<file path="src/rtl/gsig_pkg.sv">
// Shared widths, register indexes and helpers of the grid strip index generator.
package gsig_pkg;

    localparam int GRID_BITS  = 8;
    localparam int CFG_DATA_W = 8;
    localparam int CFG_IDX_W  = 1;
    localparam int VIDX_W     = 16;

    // (row + lower) * (columns + 1) + column, full precision
    localparam int PROD_W = 2 * GRID_BITS + 3;
    localparam int CALC_W = (PROD_W > VIDX_W) ? PROD_W : VIDX_W;

    typedef logic [GRID_BITS-1:0]  t_grid;
    typedef logic [CFG_DATA_W-1:0] t_cfg_data;
    typedef logic [CFG_IDX_W-1:0]  t_cfg_idx;
    typedef logic [VIDX_W-1:0]     t_vidx;

    localparam t_cfg_idx REG_GRID_COLUMNS = t_cfg_idx'(0);
    localparam t_cfg_idx REG_GRID_ROWS    = t_cfg_idx'(1);

    // Keep the low GRID_BITS bits and treat zero as one.
    function automatic t_grid eff_size(input t_cfg_data value);
        t_grid v;
        v = value[GRID_BITS-1:0];
        return (v == '0) ? t_grid'(1) : v;
    endfunction

endpackage

</file>
<file path="src/rtl/gsig_ifs.sv">
// Valid/ready channel interfaces: restart input, index output and register writes.
interface gsig_in_if;
    logic valid;
    logic ready;
    logic restart;

    modport source (output valid, output restart, input ready);
    modport sink (input valid, input restart, output ready);
endinterface

interface gsig_out_if;
    logic                valid;
    logic                ready;
    gsig_pkg::t_vidx     strip_index;
    logic                row_last;
    logic                mesh_last;

    modport source (output valid, output strip_index, output row_last, output mesh_last,
                    input ready);
    modport sink (input valid, input strip_index, input row_last, input mesh_last,
                  output ready);
endinterface

interface gsig_cfg_if;
    logic                  valid;
    logic                  ready;
    gsig_pkg::t_cfg_idx    index;
    gsig_pkg::t_cfg_data   data;

    modport source (output valid, output index, output data, input ready);
    modport sink (input valid, input index, input data, output ready);
endinterface

</file>
<file path="src/rtl/grid_strip_index_generator.sv">
// Serpentine triangle-strip index generator for a grid of columns by rows cells.
//
// Each transfer on i_in yields one vertex index on o_out. Vertices are numbered
// row by row, grid_columns + 1 per row; every row is emitted as column pairs,
// upper vertex then lower, even rows left to right and odd rows right to left.
// row_last marks the lower vertex of the last pair of a row, mesh_last the last
// index of the mesh, after which the sequence wraps. restart = 1 emits the first
// index of the mesh. Register values use their low GRID_BITS bits; zero counts as
// one. Throughput is one index per cycle while o_out is not stalled: an input
// register and an output register bracket a single 9x9 multiply-add. The user must
// write registers on i_cfg only while idle; the block does not enforce this.
module grid_strip_index_generator (
    input  logic             i_clk,
    input  logic             i_rst_n,
    gsig_cfg_if.sink         i_cfg,
    gsig_in_if.sink          i_in,
    gsig_out_if.source       o_out
);

    gsig_pkg::t_cfg_data r_grid_columns;
    gsig_pkg::t_cfg_data r_grid_rows;

    // Strip position
    gsig_pkg::t_grid r_row;
    gsig_pkg::t_grid r_pos;
    logic            r_lower;

    // Input stage
    logic r_s1_valid;
    logic r_s1_restart;

    // Output stage
    logic                r_s2_valid;
    gsig_pkg::t_vidx     r_vidx;
    logic                r_row_last;
    logic                r_mesh_last;

    logic s1_adv;
    logic in_xfer;

    gsig_pkg::t_grid cols;
    gsig_pkg::t_grid rows_m1;
    gsig_pkg::t_grid cur_row;
    gsig_pkg::t_grid cur_pos;
    logic            cur_lower;
    gsig_pkg::t_grid row;
    gsig_pkg::t_grid pos;
    gsig_pkg::t_grid col;
    logic            pos_end;
    logic            row_end;
    logic [gsig_pkg::GRID_BITS:0]  vrow;
    logic [gsig_pkg::GRID_BITS:0]  stride;
    logic [gsig_pkg::CALC_W-1:0]   idx_full;

    gsig_pkg::t_grid n_row;
    gsig_pkg::t_grid n_pos;
    logic            n_lower;

    assign i_cfg.ready = 1'b1;

    always_ff @(posedge i_clk) begin
        if (!i_rst_n) begin
            r_grid_columns <= gsig_pkg::t_cfg_data'(1);
            r_grid_rows    <= gsig_pkg::t_cfg_data'(1);
        end else if (i_cfg.valid) begin
            unique case (i_cfg.index)
                gsig_pkg::REG_GRID_COLUMNS: r_grid_columns <= i_cfg.data;
                gsig_pkg::REG_GRID_ROWS:    r_grid_rows    <= i_cfg.data;
                default:                    ;
            endcase
        end
    end

    assign s1_adv     = !r_s2_valid || o_out.ready;
    assign i_in.ready = !r_s1_valid || s1_adv;
    assign in_xfer    = i_in.valid && i_in.ready;

    always_comb begin
        cols    = gsig_pkg::eff_size(r_grid_columns);
        rows_m1 = gsig_pkg::eff_size(r_grid_rows) - gsig_pkg::t_grid'(1);

        cur_row   = r_s1_restart ? '0 : r_row;
        cur_pos   = r_s1_restart ? '0 : r_pos;
        cur_lower = r_s1_restart ? 1'b0 : r_lower;

        // Clamp in case the registers shrank mid-mesh
        row = (cur_row < rows_m1) ? cur_row : rows_m1;
        pos = (cur_pos < cols) ? cur_pos : cols;
        col = row[0] ? (cols - pos) : pos;

        pos_end = (pos >= cols);
        row_end = (row >= rows_m1);

        vrow     = {1'b0, row} + {{gsig_pkg::GRID_BITS{1'b0}}, cur_lower};
        stride   = {1'b0, cols} + {{gsig_pkg::GRID_BITS{1'b0}}, 1'b1};
        idx_full = gsig_pkg::CALC_W'(vrow) * gsig_pkg::CALC_W'(stride)
                 + gsig_pkg::CALC_W'(col);

        n_lower = !cur_lower;
        n_row   = row;
        n_pos   = pos;
        if (cur_lower) begin
            if (pos_end) begin
                n_pos = '0;
                n_row = row_end ? '0 : row + gsig_pkg::t_grid'(1);
            end else begin
                n_pos = pos + gsig_pkg::t_grid'(1);
            end
        end
    end

    always_ff @(posedge i_clk) begin
        if (!i_rst_n) begin
            r_s1_valid <= 1'b0;
            r_s2_valid <= 1'b0;
            r_row      <= '0;
            r_pos      <= '0;
            r_lower    <= 1'b0;
        end else begin
            if (i_in.ready) begin
                r_s1_valid <= i_in.valid;
            end
            if (s1_adv) begin
                r_s2_valid <= r_s1_valid;
            end
            // Advance the strip position as the item leaves the input stage
            if (r_s1_valid && s1_adv) begin
                r_row   <= n_row;
                r_pos   <= n_pos;
                r_lower <= n_lower;
            end
        end
    end

    always_ff @(posedge i_clk) begin
        if (in_xfer) begin
            r_s1_restart <= i_in.restart;
        end
        if (r_s1_valid && s1_adv) begin
            r_vidx      <= idx_full[gsig_pkg::VIDX_W-1:0];
            r_row_last  <= cur_lower && pos_end;
            r_mesh_last <= cur_lower && pos_end && row_end;
        end
    end

    assign o_out.valid       = r_s2_valid;
    assign o_out.strip_index = r_vidx;
    assign o_out.row_last    = r_row_last;
    assign o_out.mesh_last   = r_mesh_last;

endmodule

</file>
<file path="src/flat_wrapper.sv">
// flat-port wrapper written by rule: the top's interface ports become plain ports
module grid_strip_index_generator_flat 
  (i_clk, i_rst_n, i_cfg_valid, i_cfg_index, i_cfg_data, i_cfg_ready, i_in_valid, i_in_restart, i_in_ready, o_out_valid, o_out_strip_index, o_out_row_last, o_out_mesh_last, o_out_ready);
  gsig_cfg_if i_cfg_i ();
  gsig_in_if i_in_i ();
  gsig_out_if o_out_i ();
  input  logic i_clk;
  input  logic i_rst_n;
  input wire logic [$bits(i_cfg_i.valid)-1:0] i_cfg_valid;
  input wire logic [$bits(i_cfg_i.index)-1:0] i_cfg_index;
  input wire logic [$bits(i_cfg_i.data)-1:0] i_cfg_data;
  output wire logic [$bits(i_cfg_i.ready)-1:0] i_cfg_ready;
  input wire logic [$bits(i_in_i.valid)-1:0] i_in_valid;
  input wire logic [$bits(i_in_i.restart)-1:0] i_in_restart;
  output wire logic [$bits(i_in_i.ready)-1:0] i_in_ready;
  output wire logic [$bits(o_out_i.valid)-1:0] o_out_valid;
  output wire logic [$bits(o_out_i.strip_index)-1:0] o_out_strip_index;
  output wire logic [$bits(o_out_i.row_last)-1:0] o_out_row_last;
  output wire logic [$bits(o_out_i.mesh_last)-1:0] o_out_mesh_last;
  input wire logic [$bits(o_out_i.ready)-1:0] o_out_ready;
  assign i_cfg_i.valid = i_cfg_valid;
  assign i_cfg_i.index = i_cfg_index;
  assign i_cfg_i.data = i_cfg_data;
  assign i_cfg_ready = i_cfg_i.ready;
  assign i_in_i.valid = i_in_valid;
  assign i_in_i.restart = i_in_restart;
  assign i_in_ready = i_in_i.ready;
  assign o_out_valid = o_out_i.valid;
  assign o_out_strip_index = o_out_i.strip_index;
  assign o_out_row_last = o_out_i.row_last;
  assign o_out_mesh_last = o_out_i.mesh_last;
  assign o_out_i.ready = o_out_ready;
  grid_strip_index_generator u_core (.i_clk(i_clk), .i_rst_n(i_rst_n), .i_cfg(i_cfg_i), .i_in(i_in_i), .o_out(o_out_i));
endmodule
</file>
<file path="config.mk">
export PLATFORM = sky130hd
export DESIGN_NAME = grid_strip_index_generator_flat
export DESIGN_NICKNAME = d
export VERILOG_FILES = /design/src/rtl/gsig_pkg.sv /design/src/rtl/gsig_ifs.sv /design/src/rtl/grid_strip_index_generator.sv /design/src/flat_wrapper.sv
export SDC_FILE = /design/constraint.sdc
export NUM_CORES = 1
export LEC_CHECK = 0
export ABC_AREA = 1
export BUFFER_PORTS_ARGS = -buffer_cell sky130_fd_sc_hd__buf_4
export CORE_MARGIN = 5
export CORE_UTILIZATION = 52
export DETAILED_ROUTE_END_ITERATION = 7
export PLACE_DENSITY = 0.68
export SLEW_MARGIN = 5
export SYNTH_ARGS = -nofsm -noshare
export SYNTH_HDL_FRONTEND = slang
export SYNTH_SLANG_ARGS = --single-unit
</file>
<file path="constraint.sdc">
create_clock -name i_clk -period 10.1 [get_ports i_clk]
set_input_delay 3.03 -clock i_clk [delete_from_list [all_inputs] [get_ports i_clk]]
set_output_delay 3.03 -clock i_clk [all_outputs]
set_load 0.03 [all_outputs]
</file>
Word level (Yosys, flattened, before mapping)

Cells that the tools add are included.

Register bits after elaboration: 54
Word-level logic and storage cells: 50

$add $sub $neg: 7
$mul: 1
Magnitude comparators: 4
Muxes and demuxes: 13
Bitwise gates (word level): 1
Reduce and logical (&&, ||, !) cells: 13

Operators with widths:

| kind                | count |
|---|---|
| $mux 8              | 12 |
| $add 16x8->16       | 1 |
| $add 8x1->8 const B | 2 |
| $ge 8x8->1          | 2 |
| $logic_not 8->1     | 2 |
| $lt 8x8->1          | 2 |
| $mul 9x9->16        | 1 |
| $add 8x1->9         | 1 |
| $add 8x1->9 const B | 1 |
| $sub 8x1->8 const B | 1 |
| $sub 8x8->8         | 1 |
| $logic_and 1x1->1   | 4 |
| $reduce_and 2->1    | 2 |
| $logic_not 1->1     | 3 |
| $logic_or 1x1->1    | 2 |
| $mux 1              | 1 |
| $not 1->1           | 1 |

Depth between registers and ports, before layout

Gate-level depths: netlist of the first run.

Depth after elaboration: 9
Gate-level depth with buffers: 50

Least setup slack after synthesis of the first run

Ideal clock, no wire load.

Kind: register -> register
From: reg u_core.r_grid_rows[3]
To: reg u_core.r_vidx[14] (netlist: u_core.o_out.strip_index[14]), data pin
Arrival: 7.356 ns
Path slack: 2.486 ns
Cell stages (with the launch flop): 48
Buffers on the path: 0
Clock period less this slack: 7.614 ns
Cells stage by stage: dfxtp_1 -> inv_2 -> nand2_2 -> nor2_2 -> nand2_2 -> nand2_1 -> inv_1 -> ha_1 -> nand2_1 -> xor2_1 -> ha_1 -> nand3_2 -> nor2_2 -> nor2_4 -> nand2_4 -> nand2_1 -> nand2_1 -> inv_2 -> (+12 left out) -> inv_1 -> fa_1 -> inv_1 -> fa_1 -> inv_1 -> fa_1 -> inv_1 -> ha_1 -> a21oi_1 -> inv_1 -> a31oi_1 -> nor2_1 -> a21boi_0 -> o21ai_0 -> a21oi_1 -> nor2_1 -> nor2_1 -> xnor2_1

Cells in the longest elaborated chain, start to end: 8
Elaborated cells on any way between the ends: 9
Those cells by class: add/sub: 3; mul: 1; order compare: 1; mux: 3; reduce/logical: 1

RTL lines:

| what                         | RTL line                          | source |
|---|---|---|
| from (decl)                  | grid_strip_index_generator.sv:21  | `gsig_pkg::t_cfg_data r_grid_rows;` |
| from (signal assigned)       | grid_strip_index_generator.sv:64  | `r_grid_rows <= gsig_pkg::t_cfg_data'(1);` |
| from (signal assigned)       | grid_strip_index_generator.sv:68  | `gsig_pkg::REG_GRID_ROWS: r_grid_rows <= i_cfg.data;` |
| $logic_not 8->1              | gsig_pkg.sv:25                    | `return (v == '0) ? t_grid'(1) : v;` |
| $mux 8 (*)                   | gsig_pkg.sv:25                    |  |
| $sub 8x1->8 (*)              | grid_strip_index_generator.sv:80  | `rows_m1 = gsig_pkg::eff_size(r_grid_rows) - gsig_pkg::t_grid'(1);` |
| $lt 8x8->1                   | grid_strip_index_generator.sv:87  | `row = (cur_row < rows_m1) ? cur_row : rows_m1;` |
| $mux 8 (*)                   | grid_strip_index_generator.sv:87  |  |
| $add 8x1->9                  | grid_strip_index_generator.sv:94  | `vrow = {1'b0, row} + {{gsig_pkg::GRID_BITS{1'b0}}, cur_lower};` |
| $mul 9x9->16                 | grid_strip_index_generator.sv:96  | `idx_full = gsig_pkg::CALC_W'(vrow) * gsig_pkg::CALC_W'(stride)` |
| $add 16x8->16 (*)            | grid_strip_index_generator.sv:97  | `+ gsig_pkg::CALC_W'(col);` |
| net u_core.idx_full, one bit | grid_strip_index_generator.sv:53  | `logic [gsig_pkg::CALC_W-1:0] idx_full;` |
| to (signal assigned)         | grid_strip_index_generator.sv:140 | `r_vidx <= idx_full[gsig_pkg::VIDX_W-1:0];` |
| to (decl)                    | grid_strip_index_generator.sv:34  | `gsig_pkg::t_vidx r_vidx;` |

The timed path passes the listed nets; every way through them passes the cells marked *.
A chain may end at the register's enable or synchronous reset.

Worst setup path after layout of the first run

Same ends and word-level chain as after synthesis.

==> metrics.md, run 1 <==
| Metric | Value |
|---|---|
| Multi-input logic area | 0.00459 sq mm |
| Final net count | 1046 |
| Synth area leader | fa_1 |
| Primary FF master, synth | dfxtp_1 |
| CP max-delay cell | fa_1 |
| 1st-pass router iterations | 5 |
| Final cell count without fillers | 1074 |
| Status | finished clean |
| Delay-heaviest family, CP | adder cells |
| Synth top area share | 16.5% |
| Tot GR Track Use | 21.5% |
| FFs w/ async S/R, synth | 0% |
| Die span in y | 122 um |
| # fillers | 1242 |
| CTS tree | built |
| Synth Area in Adders | 31.0% |
| Slew @ Worst Pin | 1.14 ns |
| Syn Nets | 1022 |
| I/O pin count | 36 |
| Clk_skew | 0.00996 ns |
| Unrepaired setup endpoints after global routing | no |
| Complex-gate fraction of the synthesized area | 10.2% |
| Pins Over Slew Limit | 0 |
| Power Density | 102 mW/mm^2 |
| Area delta synth->final | 8.38% |
| Startpoint types | flop |
| Critical Path Sink Type | flop |
| Slew margin rel. | 23.8% |
| DR iter-0 viols | 364 |
| Hold WC Path Type | flop to flop |
| Post-Synth XOR/XNOR Area | 3.84% |
| H-tree Lvls | 2 |
| Largest net degree at the start of global routing | 33 |
| Leak | 3.64 nW |
| Post-CTS Setup Repair Bufs | 0 |
| Vias in the first global route | 5277 |
| Die area | 0.0149 sq mm |
| Yosys warns | 0 |
| DRT antenna net count | 0 |
| Max cap viols | 0 |
| Synthesized area | 0.00655 sq mm |
| Multiplexer area fraction after synthesis | 0% |
| DP Worst Slack | 1.63 ns |
| # clock sinks | 54 |
| CTS buffer count | 5 |
| Antenna Cells | 0 |
| Drt wl/cell | 13.8 um |
| EDFF count, synth | 19 |
| Num rows | 41 |
| Fin. Hold Viols | 0 |
| First-pass GRT wire length | 25400 um |
| Root Buffer | clkbuf_16 |
| Setup ws final | 1.56 ns |
| Grt ovf | 0 |
| Flops & latches, synth | 54 |
| Worst EP arrival | 8.61 ns |
| Clock slew at reported path FFs | 0.08 ns |
| WP data required | 10.17 ns |
| # DRC | 0 |
| Sequential share of the synthesized area | 19.4% |
| CP Max Fanout | 11 |
| Unique cell type count in the Yosys netlist | 41 |
| Final period utilization | 84.6% |
| Seq. cell area | 0.00127 sq mm |
| Post-Syn Instances | 877 |
| Synth Area in Simple Gates | 24.9% |
| Vias per cell | 5.14 |
| Post_cts resized | 0 |
| Setup TNS | 0 ns |
| Max IR drop VDD | 0.0822 mV |
| Clk buf depth | 2 |
| Most common cell on crit path | inv_1 |
| Final Setup Violations | 0 |
| Main area contributors after synthesis | fa_1 16%, ha_1 15%, dfxtp_1 11% |
| Worst skew pair latency | 0.31 ns |
| Crit path largest cell delay | 0.58 ns |
| IO buf count | 34 |
| Worst path bufs/invs | 10 |
| Share of cells above drive strength 1 | 11.5% |
| Placed Cells | 1066 |
| Final worst path period need | 8.54 ns |
| Fin util | 57.0% |
| Post-detailed-routing wire length | 14900 um |
| Core area | 0.0125 sq mm |
| Routability cong. | 0.911 |
| Main combinational cell family by area after synthesis | adder cells |
| Max Freq | 117 MHz |
| Initial Util | 52.6% |
| # hold bufs at CTS | 0 |
| Critical path class | flop to flop |
| Via count | 5522 |
| Die Wd | 122 um |
| Avg Cell Area, Syn | 7.47 sq um |
| Detailed placer's ending HPWL | 12500 um |
| Antenna violations before repair | 0 |
## Yosys cell counts (all sizes together) (2+ instances only)
cell	instances
inv	166
nand3b	2
fa	54
o211ai	2
o221ai	2
nand2	178
a211oi	2
xnor2	6
nor2	120
o21a	3
nand4	15
ha	76
o21ai	46
xor2	21
a31oi	5
a21oi	53
dfxtp	35
clkbuf	16
o21bai	3
edfxtp	19
nand3	43
a21boi	3
## power by group
group | internal (mW) | switching (mW)
sequential | 0.245 | 0.00789
clock | 0.0922 | 0.0873
combinational | 0.0983 | 0.195
total | 0.436 | 0.290
## cell families after synthesis
| family | after synthesis |
|---|---|
| AND/OR/NAND/NOR | 360 |
| buffers and inverters | 184 |
| adder cells (fa/ha/maj) | 130 |
| AO/OA/AOI/OAI | 121 |
| flip-flops | 54 |
| XOR/XNOR | 27 |
| other | 1 |
## stage by stage
step | hold slack [ns] | total power [mW] | cell area, sq um
2_1_floorplan | 0.445 | 0.476 | 6550
6_report | 0.470 | 0.726 | 7100
5_1_grt | 0.484 | 0.783 | 7100
3_3_place_gp | 0.454 | 0.547 | 6960
4_1_cts | 0.472 | 0.730 | 7100
3_5_place_dp | 0.461 | 0.549 | 6960
## sequential cells by signal, indices dropped and copies added (netlist names)
signal	flops
u_core.r_grid_rows	8
u_core.r_s1_valid	1
u_core.r_lower	1
u_core.r_grid_columns	8
u_core.r_pos	8
u_core.r_row	8
u_core.r_s1_restart	1
u_core.o_out.row_last	1
u_core.o_out.mesh_last	1
u_core.o_out.strip_index	16
u_core.o_out.valid	1
## layer usage
metal	vias to the layer above	global-route usage (%)	routed length (um)
met5	-	0	0
li1	2823	-	-
met4	0	6.37	291
met2	118	32.7	6390
met1	2561	31.8	7400
met3	20	3.32	780
## worst paths after layout
kind                                           start                                     end  slack, ns  cells after the start
hold reg to reg         u_core.r_pos[6]$_SDFFE_PN0P_            u_core.r_pos[6]$_SDFFE_PN0P_       0.47                      2
hold / removal          u_core.r_pos[6]$_SDFFE_PN0P_            u_core.r_pos[6]$_SDFFE_PN0P_       0.47                      2
setup reg to reg  u_core.r_grid_rows[3]$_SDFFE_PN0P_  u_core.o_out.strip_index[14]$_DFFE_PP_       1.56                     43
setup / recovery  u_core.r_grid_rows[3]$_SDFFE_PN0P_  u_core.o_out.strip_index[14]$_DFFE_PP_       1.56                     43
## area by class of cell
type	count	area share [%]
Inverter	167	8.86
Clock inverter	3	0.299
Tap cell	172	3.03
Clock buffer	5	1.76
Sequential cell	54	17.9
Timing Repair Buffer	34	3.59
Multi-Input combinational cell	639	64.6
## placed cells by master (no fill, tap or decap), types with 3 or more instances in the layout
master     synthesis  layout
nor2_2            14      14
inv_1            153     153
ha_1              76      76
o21a_1             3       3
nand2_4            5       5
nand3_2            3       3
nand2_2           17      17
xor2_1            19      19
buf_4              1      34
nand4_1           15      15
a21oi_1           53      53
clkbuf_16          0       5
fa_1              54      54
a31oi_1            5       5
o21ai_0           43      43
xnor2_1            6       6
inv_2             12      12
nor2_4             4       4
dfxtp_1           35      35
nor2_1           101     101
o21bai_1           3       3
nand3_1           40      40
edfxtp_1          19      19
nand2_1          156     156
## worst register-to-register path: cells and delay by family, from the launching register on
family,cells,cell delay [ns]
adders and majority gates,10,3.73
and+or+nand+nor,16,2.28
AOI/OAI and AO/OA,5,0.99
buffers and inverters,10,0.66
DFF,1,0.33
xor gates and xnor gates,2,0.32
Note: power is estimated with default switching activity, not from simulation.
==> run 2: changes to the inputs <==
- PLACE_DENSITY: 0.68 -> 0.7
- clock period: 10.1 -> 7.33 ns (I/O delays scaled with it)
==> metrics.md, run 2 (synthesized netlist as in run 1, its figures left out) <==
| Metric | Value |
|---|---|
| Initial Util | 52.6% (unchanged) |
| IO buf count | 34 (unchanged) |
| Drt wl/cell | 14.4 um (was 13.8 um) |
| Largest net degree at the start of global routing | 33 (unchanged) |
| DRT antenna net count | 0 (unchanged) |
| Clock slew at reported path FFs | 0.08 ns (about the same) |
| Crit path largest cell delay | 0.56 ns (was 0.58 ns) |
| Clk buf depth | 2 (unchanged) |
| 1st-pass router iterations | 6 (was 5) |
| Via count | 5848 (was 5522) |
| Final Setup Violations | 0 (unchanged) |
| Fin util | 63.2% (was 57.0%) |
| Commonest cells after routing, fill and taps aside | 147 x inv_1, 147 x nand2_1, 95 x nor2_1 (was 156 x nand2_1, 153 x inv_1, 101 x nor2_1) |
| Post-detailed-routing wire length | 16400 um (was 14900 um) |
| Slew @ Worst Pin | 1.20 ns (was 1.14 ns) |
| Clk_skew | 0.0143 ns (was 0.00996 ns) |
| CTS tree | built (unchanged) |
| Root Buffer | clkbuf_16 (unchanged) |
| Final period utilization | 99.1% (was 84.6%) |
| Leak | 3.96 nW (was 3.64 nW) |
| Worst skew pair latency | 0.31 ns (about the same) |
| # hold bufs at CTS | 0 (unchanged) |
| Critical path class | flop to flop (unchanged) |
| Max Freq | 138 MHz (was 117 MHz) |
| Unrepaired setup endpoints after global routing | yes (was no) |
| Seq. cell area | 0.00128 sq mm (was 0.00127 sq mm) |
| Vias per cell | 5.15 (was 5.14) |
| # clock sinks | 54 (unchanged) |
| I/O pin count | 36 (unchanged) |
| WP data required | 7.39 ns (was 10.17 ns) |
| H-tree Lvls | 2 (unchanged) |
| Critical Path Sink Type | flop (unchanged) |
| Die Wd | 122 um (unchanged) |
| Placed Area | 0.00735 sq mm (was 0.00696 sq mm) |
| Vias in the first global route | 5765 (was 5277) |
| FF-to-FF Start | u_core.r_grid_rows[4]$_SDFFE_PN0P_ (was u_core.r_grid_rows[3]$_SDFFE_PN0P_) |
| CTS buffer count | 5 (unchanged) |
| Multi-input logic area | 0.00488 sq mm (was 0.00459 sq mm) |
| Antenna Cells | 0 (unchanged) |
| Worst setup path start | u_core.r_grid_rows[4]$_SDFFE_PN0P_ (was u_core.r_grid_rows[3]$_SDFFE_PN0P_) |
| Routability cong. | 0.975 (was 0.911) |
| Final net count | 1107 (was 1046) |
| Die area | 0.0149 sq mm (unchanged) |
| Worst EP arrival | 7.32 ns (was 8.61 ns) |
| Final instance area | 0.00788 sq mm (was 0.00710 sq mm) |
| Max IR drop VDD | 0.0921 mV (was 0.0822 mV) |
| Max cap viols | 0 (unchanged) |
| Hold WC Path Type | flop to flop (unchanged) |
| Core area | 0.0125 sq mm (unchanged) |
| Most common cell on crit path | inv_2 (was inv_1) |
| Status | finished clean (unchanged) |
| First-pass GRT wire length | 27000 um (was 25400 um) |
| Tot GR Track Use | 22.9% (was 21.5%) |
| # DRC | 0 (unchanged) |
| Fin. Hold Viols | 0 (unchanged) |
| # fillers | 1109 (was 1242) |
| DR iter-0 viols | 327 (was 364) |
| Slew margin rel. | 20.1% (was 23.8%) |
| Die span in y | 122 um (unchanged) |
| Startpoint types | flop (unchanged) |
| Detailed placer's ending HPWL | 13200 um (was 12500 um) |
| Num rows | 41 (unchanged) |
| CP max-delay cell | fa_1 (unchanged) |
| Pins Over Slew Limit | 0 (unchanged) |
| Max reg flops | 16 (unchanged) |
| Grt ovf | 0 (unchanged) |
| Final worst path period need | 7.26 ns (was 8.54 ns) |
| CP Max Fanout | 4 (was 11) |
| Antenna violations before repair | 0 (unchanged) |
| Share of cells above drive strength 1 | 22.9% (was 11.5%) |
| Hold path startpoint | u_core.r_grid_rows[6]$_SDFFE_PN0P_ (was u_core.r_pos[6]$_SDFFE_PN0P_) |
| Power Density | 141 mW/mm^2 (was 102 mW/mm^2) |
| Area delta synth->final | 20.2% (was 8.38%) |
## run 2: cell count changes in the layout (fill, tap and decap cells not counted), moves of 7 or more
cell     before  now
nand2_1     156  147
ha_1         76   66
a21oi_1      53   45
a21oi_2       0    7
nand2_2      17   24
ha_4          0    9
buf_4        34   93
## run 2: worst max-delay path: cells and delay by family (launching register included)
family	cells	cell delay [ns]
AO/OA/AOI/OAI	6	0.74
XOR/XNOR	3	0.38
adder cells (fa/ha/maj)	9	3.46
buffers and inverters	11	0.65
flip-flops	1	0.33
AND/OR/NAND/NOR	17	1.48
## run 2: power breakdown
part / switching, mW / total (mW) / internal, mW / leakage, nW
logic: 0.311 / 0.516 / 0.204 / 3.41
registers: 0.00986 / 0.348 / 0.338 / 0.471
clock network: 0.120 / 0.249 / 0.128 / 0.0708
## run 2: final timing paths
check	end	slack, ns	cells past startpoint
min reg2reg	u_core.r_grid_rows[6]$_SDFFE_PN0P_	0.46	2
max reg2reg	u_core.o_out.strip_index[14]$_DFFE_PP_	0.07	46
min	u_core.r_grid_rows[6]$_SDFFE_PN0P_	0.46	2
max	u_core.o_out.strip_index[14]$_DFFE_PP_	0.07	46
## run 2: metal layers
metal	track usage (%)	wire length, um	share of wire (%)	vias up
met2	36.8	7540	46	136
met5	0	0	0	-
met4	6.65	375	2.3	0
li1	-	-	-	2941
met3	3.96	986	6.0	26
met1	31.7	7480	46	2745
## run 2: cell type report
type / instances / share of cell area (%)
Tap cell: 172 / 2.73
Sequential cell: 54 / 16.2
Clock inverter: 3 / 0.286
Timing Repair Buffer: 95 / 9.15
Multi-Input combinational cell: 639 / 62.0
Inverter: 167 / 8.02
Clock buffer: 5 / 1.59
## run 2: stage by stage
stage               hold slack (ns)  power (mW)  TNS, ns  cells  setup slack, ns
floorplan                     0.445       0.666        0    877          0.00194
global placement              0.439       0.804        0   1111           0.0200
detailed placement            0.444       0.811   -0.277   1111           -0.141
CTS                           0.456        1.08        0   1125           0.0349
global route                  0.479        1.19    -1.46   1135           -0.370
finish                        0.457        1.11        0   1135           0.0674
## run 2: repair_timing
item	in CTS	in global routing
setup buffers	6	10
endpoints found under the setup margin	3	7
cloned	0	0
resized for setup	27	33
pin swaps	17	23
==> run 3: changes to the inputs <==
- CORE_ASPECT_RATIO: default -> 1.1
==> metrics.md, run 3 (synthesized netlist as in run 1, its figures left out) <==
| Metric | Value |
|---|---|
| Max reg flops | 16 (unchanged) |
| Worst setup path start | u_core.r_grid_rows[2]$_SDFFE_PN0P_ (was u_core.r_grid_rows[4]$_SDFFE_PN0P_) |
| Critical path class | flop to flop (unchanged) |
| Status | finished clean (unchanged) |
| Vias per cell | 5.23 (was 5.15) |
| Setup crit end | u_core.o_out.strip_index[13]$_DFFE_PP_ (was u_core.o_out.strip_index[14]$_DFFE_PP_) |
| CTS buffer count | 5 (unchanged) |
| Unrepaired setup endpoints after global routing | yes (unchanged) |
| Flop-to-flop setup slack | 0.09 ns (was 0.07 ns) |
| Leak | 3.96 nW (about the same) |
| Slew margin rel. | 53.7% (was 20.1%) |
| Commonest cells after routing, fill and taps aside | 147 x nand2_1, 145 x inv_1, 97 x nor2_1 (was 147 x inv_1, 147 x nand2_1, 95 x nor2_1) |
| Worst skew pair latency | 0.31 ns (about the same) |
| R2R cell count | 48 (was 46) |
| Max cap viols | 0 (unchanged) |
| Worst hold path cell count | 2 (unchanged) |
| Final net count | 1105 (was 1107) |
| Final worst path period need | 7.24 ns (was 7.26 ns) |
| Routability cong. | 0.969 (was 0.975) |
| Most common cell on crit path | nand2_2 (was inv_2) |
| DR top layer | met4 (unchanged) |
| Hold_ws | 0.463 ns (was 0.457 ns) |
| Antenna violations before repair | 0 (unchanged) |
| # DRC | 0 (unchanged) |
| CP max-delay cell | fa_1 (unchanged) |
| 1st-pass router iterations | 5 (was 6) |
| Share of cells above drive strength 1 | 22.7% (was 22.9%) |
| H-tree Lvls | 2 (unchanged) |
| Fin util | 62.8% (was 63.2%) |
| DP Worst Slack | -0.0677 ns (was -0.141 ns) |
| Vias in the first global route | 5806 (was 5765) |
| Final cell count without fillers | 1118 (was 1135) |
| Die Wd | 117 um (was 122 um) |
| Grt ovf | 0 (unchanged) |
| Clock slew at reported path FFs | 0.09 ns (was 0.08 ns) |
| Detailed placer's ending HPWL | 12500 um (was 13200 um) |
| # fillers | 1073 (was 1109) |
| I/O pin count | 36 (unchanged) |
| M1 WL | 7300 um (was 7480 um) |
| Startpoint types | flop (unchanged) |
| Met2 Wirelength | 7840 um (was 7540 um) |
| Die span in y | 128 um (was 122 um) |
| Power Density | 143 mW/mm^2 (was 141 mW/mm^2) |
| IO buf count | 34 (unchanged) |
| First-pass GRT wire length | 26800 um (was 27000 um) |
| Pins Over Slew Limit | 0 (unchanged) |
| Final period utilization | 98.7% (was 99.1%) |
| Via count | 5845 (was 5848) |
| Tot GR Track Use | 22.2% (was 22.9%) |
| Setup TNS | 0 ns (unchanged) |
| Routed met3 length | 566 um (was 986 um) |
| Die area | 0.0150 sq mm (was 0.0149 sq mm) |
| Clk_skew | 0.00966 ns (was 0.0143 ns) |
| Clk buf depth | 2 (unchanged) |
| Setup ws final | 0.0923 ns (was 0.0674 ns) |
| Post-detailed-routing wire length | 16200 um (was 16400 um) |
| Core area | 0.0125 sq mm (about the same) |
| Crit path largest cell delay | 0.52 ns (was 0.56 ns) |
| Placed Area | 0.00731 sq mm (was 0.00735 sq mm) |
| # clock sinks | 54 (unchanged) |
| Num rows | 43 (was 41) |
| Area delta synth->final | 19.6% (was 20.2%) |
| Slew @ Worst Pin | 0.693 ns (was 1.20 ns) |
| Max Freq | 138 MHz (about the same) |
| WP data required | 7.40 ns (was 7.39 ns) |
| Most common cell after layout, fill and taps aside | nand2_1 |
| Max IR drop VDD | 0.0947 mV (was 0.0921 mV) |
| DR iter-0 viols | 294 (was 327) |
| Antenna Cells | 0 (unchanged) |
| Hold WC Path Type | flop to flop (unchanged) |
| CTS tree | built (unchanged) |
| DRT antenna net count | 0 (unchanged) |
| Drt wl/cell | 14.4 um (about the same) |
| Worst EP arrival | 7.30 ns (was 7.32 ns) |
| Critical Path Sink Type | flop (unchanged) |
| CP Max Fanout | 4 (unchanged) |
| Final instance area | 0.00784 sq mm (was 0.00788 sq mm) |
| Root Buffer | clkbuf_16 (unchanged) |
| Final Total Pwr | 1.12 mW (was 1.11 mW) |
| Final Setup Violations | 0 (unchanged) |
| Largest net degree at the start of global routing | 33 (unchanged) |
| Worst R2R End | u_core.o_out.strip_index[13]$_DFFE_PP_ (was u_core.o_out.strip_index[14]$_DFFE_PP_) |
| Initial Util | 52.5% (was 52.6%) |
| FF-to-FF Start | u_core.r_grid_rows[2]$_SDFFE_PN0P_ (was u_core.r_grid_rows[4]$_SDFFE_PN0P_) |
| Fin. Hold Viols | 0 (unchanged) |
| Placed Cells | 1092 (was 1111) |
-- run 3: layer usage --
| layer | global-route usage [%] | up-vias |
|---|---|---|
| li1 | - | 2941 |
| met3 | 2.55 | 24 |
| met1 | 30.4 | 2767 |
| met2 | 36.5 | 113 |
| met5 | 0 | - |
| met4 | 7.15 | 0 |
-- run 3: critical path: cells and delay by family, from the launching register on --
kind	cells	cell delay (ns)
fa+ha+maj	10	3.57
buf+inv	11	0.68
compound gates	6	0.77
simple gates	19	1.36
xor+xnor	2	0.28
flops	1	0.33
-- run 3: how the worst min path moves through the flow --
stage,startpoint,end,slack (ns)
2_1_floorplan,u_core.r_pos[4]$_SDFFE_PN0P_,u_core.r_pos[4]$_SDFFE_PN0P_,0.45
3_3_place_gp,u_core.r_grid_rows[6]$_SDFFE_PN0P_,u_core.r_grid_rows[6]$_SDFFE_PN0P_,0.44
3_5_place_dp,u_core.r_grid_rows[6]$_SDFFE_PN0P_,u_core.r_grid_rows[6]$_SDFFE_PN0P_,0.45
4_1_cts,u_core.r_grid_rows[6]$_SDFFE_PN0P_,u_core.r_grid_rows[6]$_SDFFE_PN0P_,0.46
5_1_grt,u_core.r_grid_rows[6]$_SDFFE_PN0P_,u_core.r_grid_rows[6]$_SDFFE_PN0P_,0.47
6_report,u_core.r_grid_rows[6]$_SDFFE_PN0P_,u_core.r_grid_rows[6]$_SDFFE_PN0P_,0.46
-- run 3: layout make-up --
class | instances | area [sq um] | share of cell area, %
well taps | 157 | 196 | 2.51
clock inverters | 3 | 26.3 | 0.335
multi-input cells | 639 | 4870 | 62.2
inverters | 167 | 634 | 8.09
flip-flops and latches | 54 | 1280 | 16.3
clock buffers | 5 | 125 | 1.60
repair buffers | 93 | 706 | 9.00
-- run 3: repair_timing --
| item | CTS | global route |
|---|---|---|
| endpoints found under the setup margin | 2 | 6 |
| buffers inserted | 0 | 18 |
| gates resized for setup | 4 | 54 |
| pin swaps | 3 | 42 |
| hold endpoints to repair | 0 | 0 |
| hold buffers | 0 | 0 |
-- run 3: power by group --
part,total [mW],switching [mW],internal [mW]
clock,0.261,0.130,0.131
combinational,0.509,0.306,0.203
sequential,0.349,0.0110,0.338
total,1.12,0.447,0.671
